--- config.mk ---
export PLATFORM = sky130hd
export DESIGN_NAME = sliding_window_throughput_meter_core
export DESIGN_NICKNAME = d
export VERILOG_FILES = /design/src/hdl/swtm_pkg.sv /design/src/hdl/swtm_ctrl.sv /design/src/hdl/swtm_dp.sv /design/src/hdl/sliding_window_throughput_meter_core.sv
export SDC_FILE = /design/constraint.sdc
export NUM_CORES = 2
export LEC_CHECK = 0
export BUFFER_PORTS_ARGS = -buffer_cell sky130_fd_sc_hd__buf_4
export CORE_UTILIZATION = 40
export DETAILED_ROUTE_END_ITERATION = 7
export PLACE_DENSITY = 0.57
export SYNTH_ARGS = -nofsm -noshare
export SYNTH_HDL_FRONTEND = slang
export SYNTH_HIERARCHICAL = 1
export SYNTH_SLANG_ARGS = --single-unit
export TNS_END_PERCENT = 1
--- constraint.sdc ---
create_clock -name i_clk -period 9 [get_ports i_clk]
set_input_delay 0.45 -clock i_clk [delete_from_list [all_inputs] [get_ports i_clk]]
set_output_delay 0.45 -clock i_clk [all_outputs]
set_load 0.01 [all_outputs]
--- src/hdl/swtm_pkg.sv ---
package swtm_pkg;

    // Field and register widths
    localparam int NOW_W    = 32;
    localparam int BYTES_W  = 31;
    localparam int SUM_W    = 32;
    localparam int RATE_W   = 32;
    localparam int SPAN_W   = 16;
    localparam int BWIDTH_W = 10;
    localparam int WINDOW_W = 16;

    // Configuration register indexes
    localparam int CFG_IDX_W = 1;
    localparam logic [CFG_IDX_W-1:0] CFG_BUCKET_WIDTH = 1'b0;
    localparam logic [CFG_IDX_W-1:0] CFG_WINDOW       = 1'b1;
    localparam int CFG_DATA_W = 16;

    // Register reset values
    localparam logic [BWIDTH_W-1:0] BUCKET_WIDTH_RST = 10'd100;
    localparam logic [WINDOW_W-1:0] WINDOW_RST       = 16'd2000;

    // Bucket store depth default
    localparam int MAX_BUCKETS_DEF = 32;

    // Rate scaling and the shared serial divider
    localparam int MS_PER_S_W = 10;
    localparam logic [MS_PER_S_W-1:0] MS_PER_S = 10'd1000;
    localparam int DIV_W      = SUM_W + MS_PER_S_W;
    localparam int DIVISOR_W  = 16;
    localparam int DIV_CNT_W  = $clog2(DIV_W + 1);
    localparam logic [DIV_CNT_W-1:0] DIV_STEPS = DIV_CNT_W'(DIV_W);

    // Controller states
    typedef enum logic [3:0] {
        ST_IDLE,
        ST_QUANT,
        ST_BUCKET,
        ST_SCAN_RD,
        ST_SCAN_CHK,
        ST_MULT,
        ST_RATE_GO,
        ST_RATE,
        ST_DONE
    } t_state;

    // Commands from the controller to the datapath
    typedef struct packed {
        logic capture;     // latch input beat, start quantizing, read newest bucket
        logic bucket_upd;  // merge into newest bucket or open a new one
        logic rd_scan;     // read the bucket under the scan pointer
        logic scan_step;   // count the bucket just read and step back
        logic mult;        // scale the sum to bytes per second, retire old buckets
        logic div_rate;    // start the rate division
        logic out_load;    // load the result register
    } t_ctrl_cmd;

    // Status from the datapath to the controller
    typedef struct packed {
        logic div_done;
        logic scan_end;
        logic too_old;
        logic span_zero;
        logic out_free;
    } t_ctrl_sts;

endpackage

--- src/hdl/swtm_ctrl.sv ---
module swtm_ctrl
    import swtm_pkg::*;
(
    input  logic      i_clk,
    input  logic      i_rst_n,
    input  logic      i_in_valid,
    output logic      o_in_ready,
    input  t_ctrl_sts i_sts,
    output t_ctrl_cmd o_cmd
);

    t_state r_state;
    t_state n_state;

    // State register
    always_ff @(posedge i_clk) begin
        if (!i_rst_n) begin
            r_state <= ST_IDLE;
        end else begin
            r_state <= n_state;
        end
    end

    // Next state
    always_comb begin
        n_state = r_state;
        unique case (r_state)
            ST_IDLE: begin
                if (i_in_valid) begin
                    n_state = ST_QUANT;
                end
            end
            ST_QUANT: begin
                if (i_sts.div_done) begin
                    n_state = ST_BUCKET;
                end
            end
            ST_BUCKET: begin
                n_state = ST_SCAN_RD;
            end
            ST_SCAN_RD: begin
                n_state = i_sts.scan_end ? ST_MULT : ST_SCAN_CHK;
            end
            ST_SCAN_CHK: begin
                n_state = i_sts.too_old ? ST_MULT : ST_SCAN_RD;
            end
            ST_MULT: begin
                n_state = ST_RATE_GO;
            end
            ST_RATE_GO: begin
                n_state = i_sts.span_zero ? ST_DONE : ST_RATE;
            end
            ST_RATE: begin
                if (i_sts.div_done) begin
                    n_state = ST_DONE;
                end
            end
            ST_DONE: begin
                if (i_sts.out_free) begin
                    n_state = ST_IDLE;
                end
            end
            default: begin
                n_state = ST_IDLE;
            end
        endcase
    end

    // Outputs
    always_comb begin
        o_cmd      = '0;
        o_in_ready = 1'b0;
        unique case (r_state)
            ST_IDLE: begin
                o_in_ready  = 1'b1;
                o_cmd.capture = i_in_valid;
            end
            ST_BUCKET: begin
                o_cmd.bucket_upd = 1'b1;
            end
            ST_SCAN_RD: begin
                o_cmd.rd_scan = !i_sts.scan_end;
            end
            ST_SCAN_CHK: begin
                o_cmd.scan_step = !i_sts.too_old;
            end
            ST_MULT: begin
                o_cmd.mult = 1'b1;
            end
            ST_RATE_GO: begin
                o_cmd.div_rate = !i_sts.span_zero;
            end
            ST_DONE: begin
                o_cmd.out_load = i_sts.out_free;
            end
            default: begin
                o_cmd = '0;
            end
        endcase
    end

endmodule

--- src/hdl/swtm_dp.sv ---
module swtm_dp
    import swtm_pkg::*;
#(
    parameter int MAX_BUCKETS = MAX_BUCKETS_DEF
) (
    input  logic                  i_clk,
    input  logic                  i_rst_n,
    // Configuration writes
    input  logic                  i_cfg_valid,
    input  logic [CFG_IDX_W-1:0]  i_cfg_index,
    input  logic [CFG_DATA_W-1:0] i_cfg_data,
    // Input beat fields
    input  logic [NOW_W-1:0]      i_now_ms,
    input  logic [BYTES_W-1:0]    i_byte_count,
    // Result register
    input  logic                  i_out_ready,
    output logic                  o_out_valid,
    output logic [RATE_W-1:0]     o_bytes_per_second,
    output logic [SUM_W-1:0]      o_window_bytes,
    output logic [SPAN_W-1:0]     o_window_span_ms,
    // Controller link
    input  t_ctrl_cmd             i_cmd,
    output t_ctrl_sts             o_sts
);

    localparam int SLOT_W = $clog2(MAX_BUCKETS);
    localparam int CNT_W  = $clog2(MAX_BUCKETS + 1);
    localparam logic [SLOT_W-1:0] LAST_SLOT = SLOT_W'(MAX_BUCKETS - 1);
    localparam logic [CNT_W-1:0]  FULL_CNT  = CNT_W'(MAX_BUCKETS);

    // Configuration registers
    logic [BWIDTH_W-1:0] r_bucket_width;
    logic [WINDOW_W-1:0] r_window;

    always_ff @(posedge i_clk) begin
        if (!i_rst_n) begin
            r_bucket_width <= BUCKET_WIDTH_RST;
            r_window       <= WINDOW_RST;
        end else if (i_cfg_valid) begin
            unique case (i_cfg_index)
                CFG_BUCKET_WIDTH: r_bucket_width <= i_cfg_data[BWIDTH_W-1:0];
                CFG_WINDOW:       r_window       <= i_cfg_data;
                default:          r_window       <= r_window;
            endcase
        end
    end

    // Bucket store: start times and byte totals, one read and one write port
    logic [NOW_W-1:0] r_mem_start [MAX_BUCKETS];
    logic [SUM_W-1:0] r_mem_bytes [MAX_BUCKETS];
    logic [NOW_W-1:0] r_rd_start;
    logic [SUM_W-1:0] r_rd_bytes;
    logic             mem_we;
    logic [SLOT_W-1:0] mem_waddr;
    logic [NOW_W-1:0]  mem_wstart;
    logic [SUM_W-1:0]  mem_wbytes;
    logic              mem_re;
    logic [SLOT_W-1:0] mem_raddr;

    always_ff @(posedge i_clk) begin
        if (mem_we) begin
            r_mem_start[mem_waddr] <= mem_wstart;
            r_mem_bytes[mem_waddr] <= mem_wbytes;
        end
        if (mem_re) begin
            r_rd_start <= r_mem_start[mem_raddr];
            r_rd_bytes <= r_mem_bytes[mem_raddr];
        end
    end

    // Captured input beat
    logic [NOW_W-1:0]   r_now;
    logic [BYTES_W-1:0] r_nbytes;

    always_ff @(posedge i_clk) begin
        if (i_cmd.capture) begin
            r_now    <= i_now_ms;
            r_nbytes <= i_byte_count;
        end
    end

    // Shared restoring divider: one quotient bit per cycle
    logic [DIV_W-1:0]     r_quo;
    logic [DIVISOR_W-1:0] r_rem;
    logic [DIVISOR_W-1:0] r_dvs;
    logic [DIV_CNT_W-1:0] r_div_cnt;
    logic [DIVISOR_W:0]   div_trial;
    logic                 div_ge;
    logic [DIV_W-1:0]     r_prod;
    logic [SPAN_W-1:0]    r_span;
    logic [BWIDTH_W-1:0]  width_eff;

    assign width_eff = (r_bucket_width == '0) ? BWIDTH_W'(1) : r_bucket_width;
    assign div_trial = {r_rem, r_quo[DIV_W-1]};
    assign div_ge    = (div_trial >= {1'b0, r_dvs});

    always_ff @(posedge i_clk) begin
        if (!i_rst_n) begin
            r_div_cnt <= '0;
        end else if (i_cmd.capture || i_cmd.div_rate) begin
            r_div_cnt <= DIV_STEPS;
        end else if (r_div_cnt != '0) begin
            r_div_cnt <= r_div_cnt - 1'b1;
        end
    end

    always_ff @(posedge i_clk) begin
        if (i_cmd.capture) begin
            r_quo <= DIV_W'(i_now_ms);
            r_rem <= '0;
            r_dvs <= DIVISOR_W'(width_eff);
        end else if (i_cmd.div_rate) begin
            r_quo <= r_prod;
            r_rem <= '0;
            r_dvs <= r_span;
        end else if (r_div_cnt != '0) begin
            r_quo <= {r_quo[DIV_W-2:0], div_ge};
            r_rem <= div_ge ? DIVISOR_W'(div_trial - {1'b0, r_dvs})
                            : div_trial[DIVISOR_W-1:0];
        end
    end

    // Bucket start is the time rounded down to the bucket width
    logic [NOW_W-1:0] bucket_start;
    assign bucket_start = r_now - NOW_W'(r_rem[BWIDTH_W-1:0]);

    // Ring pointers
    logic [SLOT_W-1:0] r_newest;
    logic [CNT_W-1:0]  r_held;
    logic [SLOT_W-1:0] n_newest;
    logic [CNT_W-1:0]  n_held;
    logic              merge;
    logic [SUM_W:0]    merge_sum;

    assign merge     = (r_held != '0) && (r_rd_start == bucket_start);
    assign merge_sum = {1'b0, r_rd_bytes} + (SUM_W + 1)'(r_nbytes);

    always_comb begin
        n_newest = r_newest;
        n_held   = r_held;
        if (!merge) begin
            if (r_held == '0) begin
                n_newest = '0;
            end else if (r_newest == LAST_SLOT) begin
                n_newest = '0;
            end else begin
                n_newest = r_newest + 1'b1;
            end
            if (r_held != FULL_CNT) begin
                n_held = r_held + 1'b1;
            end
        end
    end

    assign mem_we     = i_cmd.bucket_upd;
    assign mem_waddr  = n_newest;
    assign mem_wstart = bucket_start;
    assign mem_wbytes = !merge ? SUM_W'(r_nbytes)
                      : (merge_sum[SUM_W] ? '1 : merge_sum[SUM_W-1:0]);

    // Scan from newest to oldest
    logic [SLOT_W-1:0] r_scan_slot;
    logic [CNT_W-1:0]  r_scan_cnt;
    logic [SUM_W-1:0]  r_sum;
    logic [NOW_W-1:0]  age;
    logic [SUM_W:0]    scan_sum;

    assign mem_re    = i_cmd.capture || i_cmd.rd_scan;
    assign mem_raddr = i_cmd.rd_scan ? r_scan_slot : r_newest;
    assign age       = r_now - r_rd_start;
    assign scan_sum  = {1'b0, r_sum} + {1'b0, r_rd_bytes};

    always_ff @(posedge i_clk) begin
        if (!i_rst_n) begin
            r_newest <= '0;
            r_held   <= '0;
        end else if (i_cmd.bucket_upd) begin
            r_newest <= n_newest;
            r_held   <= n_held;
        end else if (i_cmd.mult) begin
            r_held   <= r_scan_cnt;
        end
    end

    always_ff @(posedge i_clk) begin
        if (i_cmd.bucket_upd) begin
            r_scan_slot <= n_newest;
            r_scan_cnt  <= '0;
            r_sum       <= '0;
            r_span      <= '0;
        end else if (i_cmd.scan_step) begin
            r_scan_slot <= (r_scan_slot == '0) ? LAST_SLOT : r_scan_slot - 1'b1;
            r_scan_cnt  <= r_scan_cnt + 1'b1;
            r_sum       <= scan_sum[SUM_W] ? '1 : scan_sum[SUM_W-1:0];
            r_span      <= age[SPAN_W-1:0];
        end
    end

    // Scale the sum to bytes per second ahead of the division
    always_ff @(posedge i_clk) begin
        if (i_cmd.mult) begin
            r_prod <= DIV_W'(r_sum) * DIV_W'(MS_PER_S);
        end
    end

    // Result register
    logic             r_out_valid;
    logic [RATE_W-1:0] r_out_rate;
    logic [SUM_W-1:0]  r_out_sum;
    logic [SPAN_W-1:0] r_out_span;
    logic [RATE_W-1:0] rate;

    always_comb begin
        if (r_span == '0) begin
            rate = '0;
        end else if (r_quo[DIV_W-1:RATE_W] != '0) begin
            rate = '1;
        end else begin
            rate = r_quo[RATE_W-1:0];
        end
    end

    always_ff @(posedge i_clk) begin
        if (!i_rst_n) begin
            r_out_valid <= 1'b0;
        end else if (i_cmd.out_load) begin
            r_out_valid <= 1'b1;
        end else if (i_out_ready) begin
            r_out_valid <= 1'b0;
        end
    end

    always_ff @(posedge i_clk) begin
        if (i_cmd.out_load) begin
            r_out_rate <= rate;
            r_out_sum  <= r_sum;
            r_out_span <= r_span;
        end
    end

    assign o_out_valid        = r_out_valid;
    assign o_bytes_per_second = r_out_rate;
    assign o_window_bytes     = r_out_sum;
    assign o_window_span_ms   = r_out_span;

    // Status to the controller
    assign o_sts.div_done  = (r_div_cnt == '0);
    assign o_sts.scan_end  = (r_scan_cnt == r_held);
    assign o_sts.too_old   = (age > NOW_W'(r_window));
    assign o_sts.span_zero = (r_span == '0);
    assign o_sts.out_free  = !r_out_valid || i_out_ready;

endmodule

--- src/hdl/sliding_window_throughput_meter_core.sv ---
// Sliding-window throughput meter. Each input beat carries the current time in
// milliseconds and a byte count; the block adds the bytes into a ring of up to
// MAX_BUCKETS time buckets, drops buckets older than the window and returns one
// result beat with the byte sum, the age of the oldest kept bucket and the rate
// in bytes per second. Each item makes two passes through a shared
// one-bit-per-cycle divider of 42 steps each (rounding the time down to the
// bucket width, then the rate division) and a scan of the kept buckets (at
// most MAX_BUCKETS) that reads each bucket from the store and then checks it.
// The rate division is skipped when the span is zero.
// The next beat is taken as soon as the result is in the output register, even
// if that result has not been taken yet. Configuration writes are accepted at
// any time but must only be made while the block is idle.
module sliding_window_throughput_meter_core
    import swtm_pkg::*;
#(
    parameter int MAX_BUCKETS = MAX_BUCKETS_DEF
) (
    input  logic                  i_clk,
    input  logic                  i_rst_n,
    // Configuration write channel
    input  logic                  i_cfg_valid,
    output logic                  o_cfg_ready,
    input  logic [CFG_IDX_W-1:0]  i_cfg_index,
    input  logic [CFG_DATA_W-1:0] i_cfg_data,
    // Input stream
    input  logic                  s_axis_tvalid,
    output logic                  s_axis_tready,
    input  logic [63:0]           s_axis_tdata,   // now_ms[31:0], byte_count[62:32]
    // Output stream
    output logic                  m_axis_tvalid,
    input  logic                  m_axis_tready,
    output logic [79:0]           m_axis_tdata    // bytes_per_second[31:0],
                                                  // window_bytes[63:32],
                                                  // window_span_ms[79:64]
);

    t_ctrl_cmd cmd;
    t_ctrl_sts sts;

    logic [RATE_W-1:0] bytes_per_second;
    logic [SUM_W-1:0]  window_bytes;
    logic [SPAN_W-1:0] window_span_ms;

    assign o_cfg_ready = 1'b1;

    swtm_ctrl u_ctrl (
        .i_clk      (i_clk),
        .i_rst_n    (i_rst_n),
        .i_in_valid (s_axis_tvalid),
        .o_in_ready (s_axis_tready),
        .i_sts      (sts),
        .o_cmd      (cmd)
    );

    swtm_dp #(
        .MAX_BUCKETS (MAX_BUCKETS)
    ) u_dp (
        .i_clk              (i_clk),
        .i_rst_n            (i_rst_n),
        .i_cfg_valid        (i_cfg_valid),
        .i_cfg_index        (i_cfg_index),
        .i_cfg_data         (i_cfg_data),
        .i_now_ms           (s_axis_tdata[31:0]),
        .i_byte_count       (s_axis_tdata[62:32]),
        .i_out_ready        (m_axis_tready),
        .o_out_valid        (m_axis_tvalid),
        .o_bytes_per_second (bytes_per_second),
        .o_window_bytes     (window_bytes),
        .o_window_span_ms   (window_span_ms),
        .i_cmd              (cmd),
        .o_sts              (sts)
    );

    assign m_axis_tdata = {window_span_ms, window_bytes, bytes_per_second};

endmodule

======== Yosys cells after proc, flatten, opt, wreduce, memory -nomap -nowiden ========
Memory sizes are Yosys's and may differ from the RTL's. A register that Yosys moved wholly into a read port is not among the register bits.
Index checks and enable logic that the tools add are counted.
storage, ports and cells
  memories ................................ 2
  bits in registers ....................... 363
  memory bits (writable) .................. 2048
  word-level logic and storage cells ...... 132
memories
  memory            depth  bits a word  read ports  clocked after Yosys merged registers in  write ports  RTL line       source
  u_dp.r_mem_bytes  32     32           1           1                                        1            swtm_dp.sv:50  logic [SUM_W-1:0] r_mem_bytes [MAX_BUCKETS];
  u_dp.r_mem_start  32     32           1           1                                        1            swtm_dp.sv:49  logic [NOW_W-1:0] r_mem_start [MAX_BUCKETS];
operators by class
  eq/ne operators ......................... 18
  bitwise gates (word level) .............. 2
  mux-type cells .......................... 44
  add/sub/neg operators ................... 10
  multipliers ............................. 1
  order comparisons ....................... 2
  reductions and logical operators ........ 30
operator list
  operator                 count
  $mux W32                 5
  $mux W42                 2
  $mul A32 B7 Y39 const B  1
  $mux W6                  6
  $pmux W4 S9              1
  $mux W5                  7
  $add A32 B31 Y33         1
  $add A32 B32 Y33         1
  $eq A32 B32 Y1           1
  $gt A32 B16 Y1           1
  $sub A32 B10 Y32         1
  $sub A32 B32 Y32         1
  $mux W10                 3
  $mux W4                  5
  $ge A17 B16 Y1           1
  $eq A4 B3 Y1 const B     4
  $logic_not A16 Y1        1
  $mux W16                 1
  $sub A16 B16 Y16         1
  $mux W1                  13
  $add A6 B1 Y6 const B    2
  $logic_not A6 Y1         2
  $reduce_bool A2 Y1       6
  $reduce_bool A6 Y1       2
  other kinds (25)         38

======== Depth between registers and ports, before layout ========
  word-level depth ........................ 6
  gate-level depth with buffers ........... 27
  gate-level depth less buffers ........... 26

======== Modules after synthesis ========
Netlist, hierarchy kept.
by module, submodules not included
  module                                cells an instance  sequential area each (µm²)  area each (µm²)  times used
  swtm_dp                               6714               72899.9                     107290.4         1
  swtm_ctrl                             48                 80.1                        344.1            1
  sliding_window_throughput_meter_core  2                  0.0                         11.3             1

======== Worst setup path after synthesis ========
OpenSTA, ideal clock, no wires.
  kind .................................... register to register
  from .................................... register u_dp.r_now[0]
  to ...................................... memory u_dp.r_mem_bytes[15][0] (enable)
  period minus slack after synthesis ...... 9.740 ns
  setup time .............................. 0.578 ns
  setup slack ............................. -0.740 ns
  data required time ...................... 8.422 ns
  data arrival time ....................... 9.162 ns
  stages on the path, launching flop included .. 18
  path through ............................ edfxtp_1 inv_1 ha_1 inv_1 fa_1 a21o_1 a311o_1 buf_2 a2111oi_2 xor2_1 nand3b_1 a211oi_1 nand4_1 nor4_4 buf_4 nand4b_1 o21a_1 nor3b_1
between the ends
  word-level cells in the longest chain between the ends .. 4
RTL lines
  item                       RTL line        source
  start: declaration         swtm_dp.sv:72   logic [NOW_W-1:0] r_now;
  start signal: assignment   swtm_dp.sv:77   r_now <= i_now_ms;
  $sub A32 B10 Y32           swtm_dp.sv:125  assign bucket_start = r_now - NOW_W'(r_rem[BWIDTH_W-1:0]);
  via u_dp.bucket_start[14]  swtm_dp.sv:124  logic [NOW_W-1:0] bucket_start;
  $eq A32 B32 Y1             swtm_dp.sv:135  assign merge = (r_held != '0) && (r_rd_start == bucket_start);
  $logic_and A1 B1 Y1        swtm_dp.sv:135
  $mux W5                    swtm_dp.sv:141  if (!merge) begin
  end: declaration           swtm_dp.sv:50
The timed path passes the listed nets, and every way through them passes these cells.

======== Worst setup path in the final report ========
  from .................................... register u_dp.r_now[0]
  to ...................................... memory u_dp.r_mem_start[19][23] (enable)
between the ends
  word-level cells in the longest chain between the ends .. 4
RTL lines
  item                       RTL line
  $sub A32 B10 Y32           swtm_dp.sv:125
  via u_dp.bucket_start[18]  swtm_dp.sv:124
  $eq A32 B32 Y1             swtm_dp.sv:135
  $logic_and A1 B1 Y1        swtm_dp.sv:135
  $mux W5                    swtm_dp.sv:141
  end: declaration           swtm_dp.sv:49
The timed path passes the listed nets, and every way through them passes these cells.

==> flow_summary_export.csv <==
group,metric,value,unit
logic_synthesis,yosysSeqAreaShare,67.8,%
routing,wl,289000,um
die,die_area,0.271,mm2
cts,htreeDepth,5,
global_routing,grt_pass1_wl,420000,um
logic_synthesis,synth-seq-cells,2475,
cts,cts_tree,"yes",
layout,utilization,46.4,%
sta,worstMarginPinSlew,1.35,ns
worst_hold_path,hold_class,"input port to register",
routing,ant_nets,0,
placed_design,io_buffers,166,
cts,clock-sinks,2475,
placed_design,place_congestion,0.870,
cts,cts_root_buf,"clkbuf_16",
worst_setup_path,crit_path_end_kind,"register",
layout,fin_nets,7592,
die,start_util,40.2,%
cts,cts_resized,0,
layout,final_area,0.124,mm2
logic_synthesis,synth_compound_area_share,4.41,%
sta,maxSlewHeadroom,9.47,%
routing,vias_per_cell,5.66,
global_routing,global_route.overflow_total,0,
sta,maxSlewViolCount,0,
logic_synthesis,async_reset_ff_share,0,%
logic_synthesis,synthTopCellsByCount,"2341 x edfxtp_1, 786 x nand2_1, 512 x mux4_2, 376 x nand3_1, 315 x nor2_1",
logic_synthesis,synth_fa_ha_area_share,4.95,%
logic_synthesis,avgSynthCellArea,15.9,um2
worst_setup_path,start_kind,"register",
sta,max_freq,0.134,GHz
logic_synthesis,synthFlopType,"edfxtp_1",
worst_setup_path,critPathKind,"register to register",
layout,stdcell_count,10900,
logic_synthesis,ys_types,89,
sta,holdWs,0.0806,ns
cts,clock_tree.buffer_depth,4,
cts,cts-hold-fix-buffers,94,
global_routing,grt_pass1_vias,61500,
global_routing,grt_max_degree,129,
logic_synthesis,syn_nets,7202,
routing,wl_per_cell,26.5,um
worst_setup_path,crit_required,9.60,ns
cts,numCtsBuffers,283,
routing,vias,61600,
layout,fill_cells,23000,
global_routing,grt_usage,21.2,%
layout,areaGrowthSynthToFinish,15.3,%
cts,clock_latency,0.96,ns
logic_synthesis,ys_warn_count,6,
logic_synthesis,synth_xor_area_share,1.62,%
sta,min_period,7.49,ns
logic_synthesis,netlist_instances,6764,
global_routing,antenna_found_initial,15,
power,max-vdd-ir-drop,0.260,mV
routing,drc,0,
logic_synthesis,yosysTopAreaCell,"edfxtp_1",
die,rows,190,
logic_synthesis,synth.cell_area,0.108,mm2
logic_synthesis,synth_edf_count,2341,
placed_design,place_inst,10300,
worst_setup_path,path_max_fanout,34,
sta,period_share,83.2,%
sta,rsz0062_at_grt,"false",
die,core-area,0.268,mm2
power,leakagePower,42.5,nW
cts,cts_setup_buffers,0,
routing,drt-initial-drc-count,5994,
sta,fin_worst_skew,0.0730,ns
die,io_pins,169,
power,power.density,245,mW/mm2
die,fp.dieH,521,um
worst_setup_path,arrival,8.09,ns
sta,hold_viol,0,
logic_synthesis,synthMuxAreaShare,11.7,%
placed_design,hpwl,168000,um
logic_synthesis,synth_top_family_by_area,"multiplexers",
placed_design,placedInstanceArea,0.115,mm2
layout,drive_gt1_share,18.4,%
cts,clk_pin_slew_worst_paths,0.06,ns
logic_synthesis,synth_area_leaders,"edfxtp_1 65%, mux4_2 11%, nand2_1 2.7%, ha_1 2.7%, dfxtp_1 2.5%",
logic_synthesis,synth-simple-area-share,7.39,%
outcome,outcome,"finished, final reports clean",
logic_synthesis,synth.most_common_cell,"edfxtp_1",
die,die_x,521,um
logic_synthesis,netlist.area_leader.share,65.3,%
routing,drt_pass1_iterations,6,
sta,setup_viol,0,
flow_run,cap_violations,0,
logic make-up after synthesis:
kind of cell | after synthesis
AO/OA/AOI/OAI | 749
XOR/XNOR | 191
adder cells (fa/ha/maj) | 352
buffers and inverters | 611
flip-flops | 2475
multiplexers | 613
other | 1
AND/OR/NAND/NOR | 1772
metal layers:
metal	part of all wire, %	up-vias	routed length, um	track usage (%)
met5	0.0073	-	21	0
met4	2.2	4	6450	5.43
met3	7.2	416	20900	3.26
met2	47	2317	136000	33.9
met1	44	32200	126000	30.3
li1	-	26700	-	-
critical path, stage by stage, from the launching register on:
cell,delay [ns]
edfxtp_1,0.37
inv_1,0.09
ha_1,0.18
inv_1,0.06
fa_1,0.45
a21o_1,0.22
a311o_1,0.55
a211oi_2,0.24
buf_4,0.22
xor2_2,1.01
nor2_1,0.11
a2111oi_0,0.53
o2111ai_1,0.18
nor4_1,0.43
and4_1,0.48
mux2_2,0.51
nor3b_2,1.11
buf_4,0.40
worst paths after layout:
path | from | endpoint | slack (ns) | cells past startpoint
max | u_dp/r_now[0] | u_dp/r_mem_start[19][23] | 1.51 | 17
min | i_cfg_valid | u_dp/r_bucket_width[1] | 0.08 | 4
max reg2reg | u_dp/r_now[0] | u_dp/r_mem_start[19][23] | 1.51 | 17
min reg2reg | u_dp/r_window[12] | u_dp/r_window[12] | 0.46 | 2
per-stage QoR:
step	TNS (ns)	setup slack (ns)	power, mW
2_1_floorplan	-305.46	-0.737	17.8
6_report	0	1.51	30.4
4_1_cts	0	1.53	30.6
3_3_place_gp	0	1.73	19.7
5_1_grt	0	1.14	31.6
3_5_place_dp	0	1.55	19.8
power by group:
| part | leakage (nW) | internal (mW) | total (mW) | switching (mW) |
|---|---|---|---|---|
| logic | 16.3 | 1.63 | 5.24 | 3.61 |
| registers | 22.1 | 14.0 | 14.4 | 0.416 |
| clock network | 4.14 | 6.27 | 10.7 | 4.43 |
cell type report:
type,instances,area (um2),share of cell area [%]
clock inverters,108,863,0.696
diodes,5,12.5,0.0101
inverters,301,1130,0.910
repair buffers,415,3900,3.14
well taps,3552,4440,3.58
flip-flops and latches,2475,73000,58.8
multi-input cells,3678,33200,26.7
clock buffers,359,7590,6.12
layout by cell type, fill, tap and decap left out, types with 44 or more instances in the layout:
cell and count:
a211oi_1 54, a21o_1 61, a21oi_1 199, buf_12 44
buf_4 277, clkbuf_1 65, clkbuf_16 293, clkinv_2 45
dfxtp_1 134, dlygate4sd3_1 94, edfxtp_1 2341, fa_1 123
ha_1 229, inv_1 300, mux2i_1 81, mux4_2 512
nand2_1 786, nand3_1 376, nor2_1 288, o21ai_0 187
xnor2_1 102, xor2_1 59
flip-flops by register name (all words and copies together), names as in the netlist:
signal                   cells
u_dp/r_now                  32
u_dp/r_sum                  32
u_dp/r_mem_bytes          1024
u_dp/r_prod                 39
u_dp/r_dvs                  16
u_dp/o_window_bytes         32
u_dp/r_mem_start          1024
u_dp/r_span                 16
u_dp/r_quo                  42
u_dp/r_newest                5
u_dp/r_nbytes               31
u_dp/o_window_span_ms       16
u_dp/r_div_cnt               6
u_dp/r_rd_start             32
u_dp/r_held                  6
u_dp/r_rd_bytes             32
u_dp/o_bytes_per_second     32
u_dp/r_scan_cnt              6
u_dp/r_bucket_width         10
u_dp/r_rem                  16
u_ctrl/r_state               4
u_dp/r_window               16
u_dp/o_out_valid             1
u_dp/r_scan_slot             5
(Power assumes the default switching activity.)
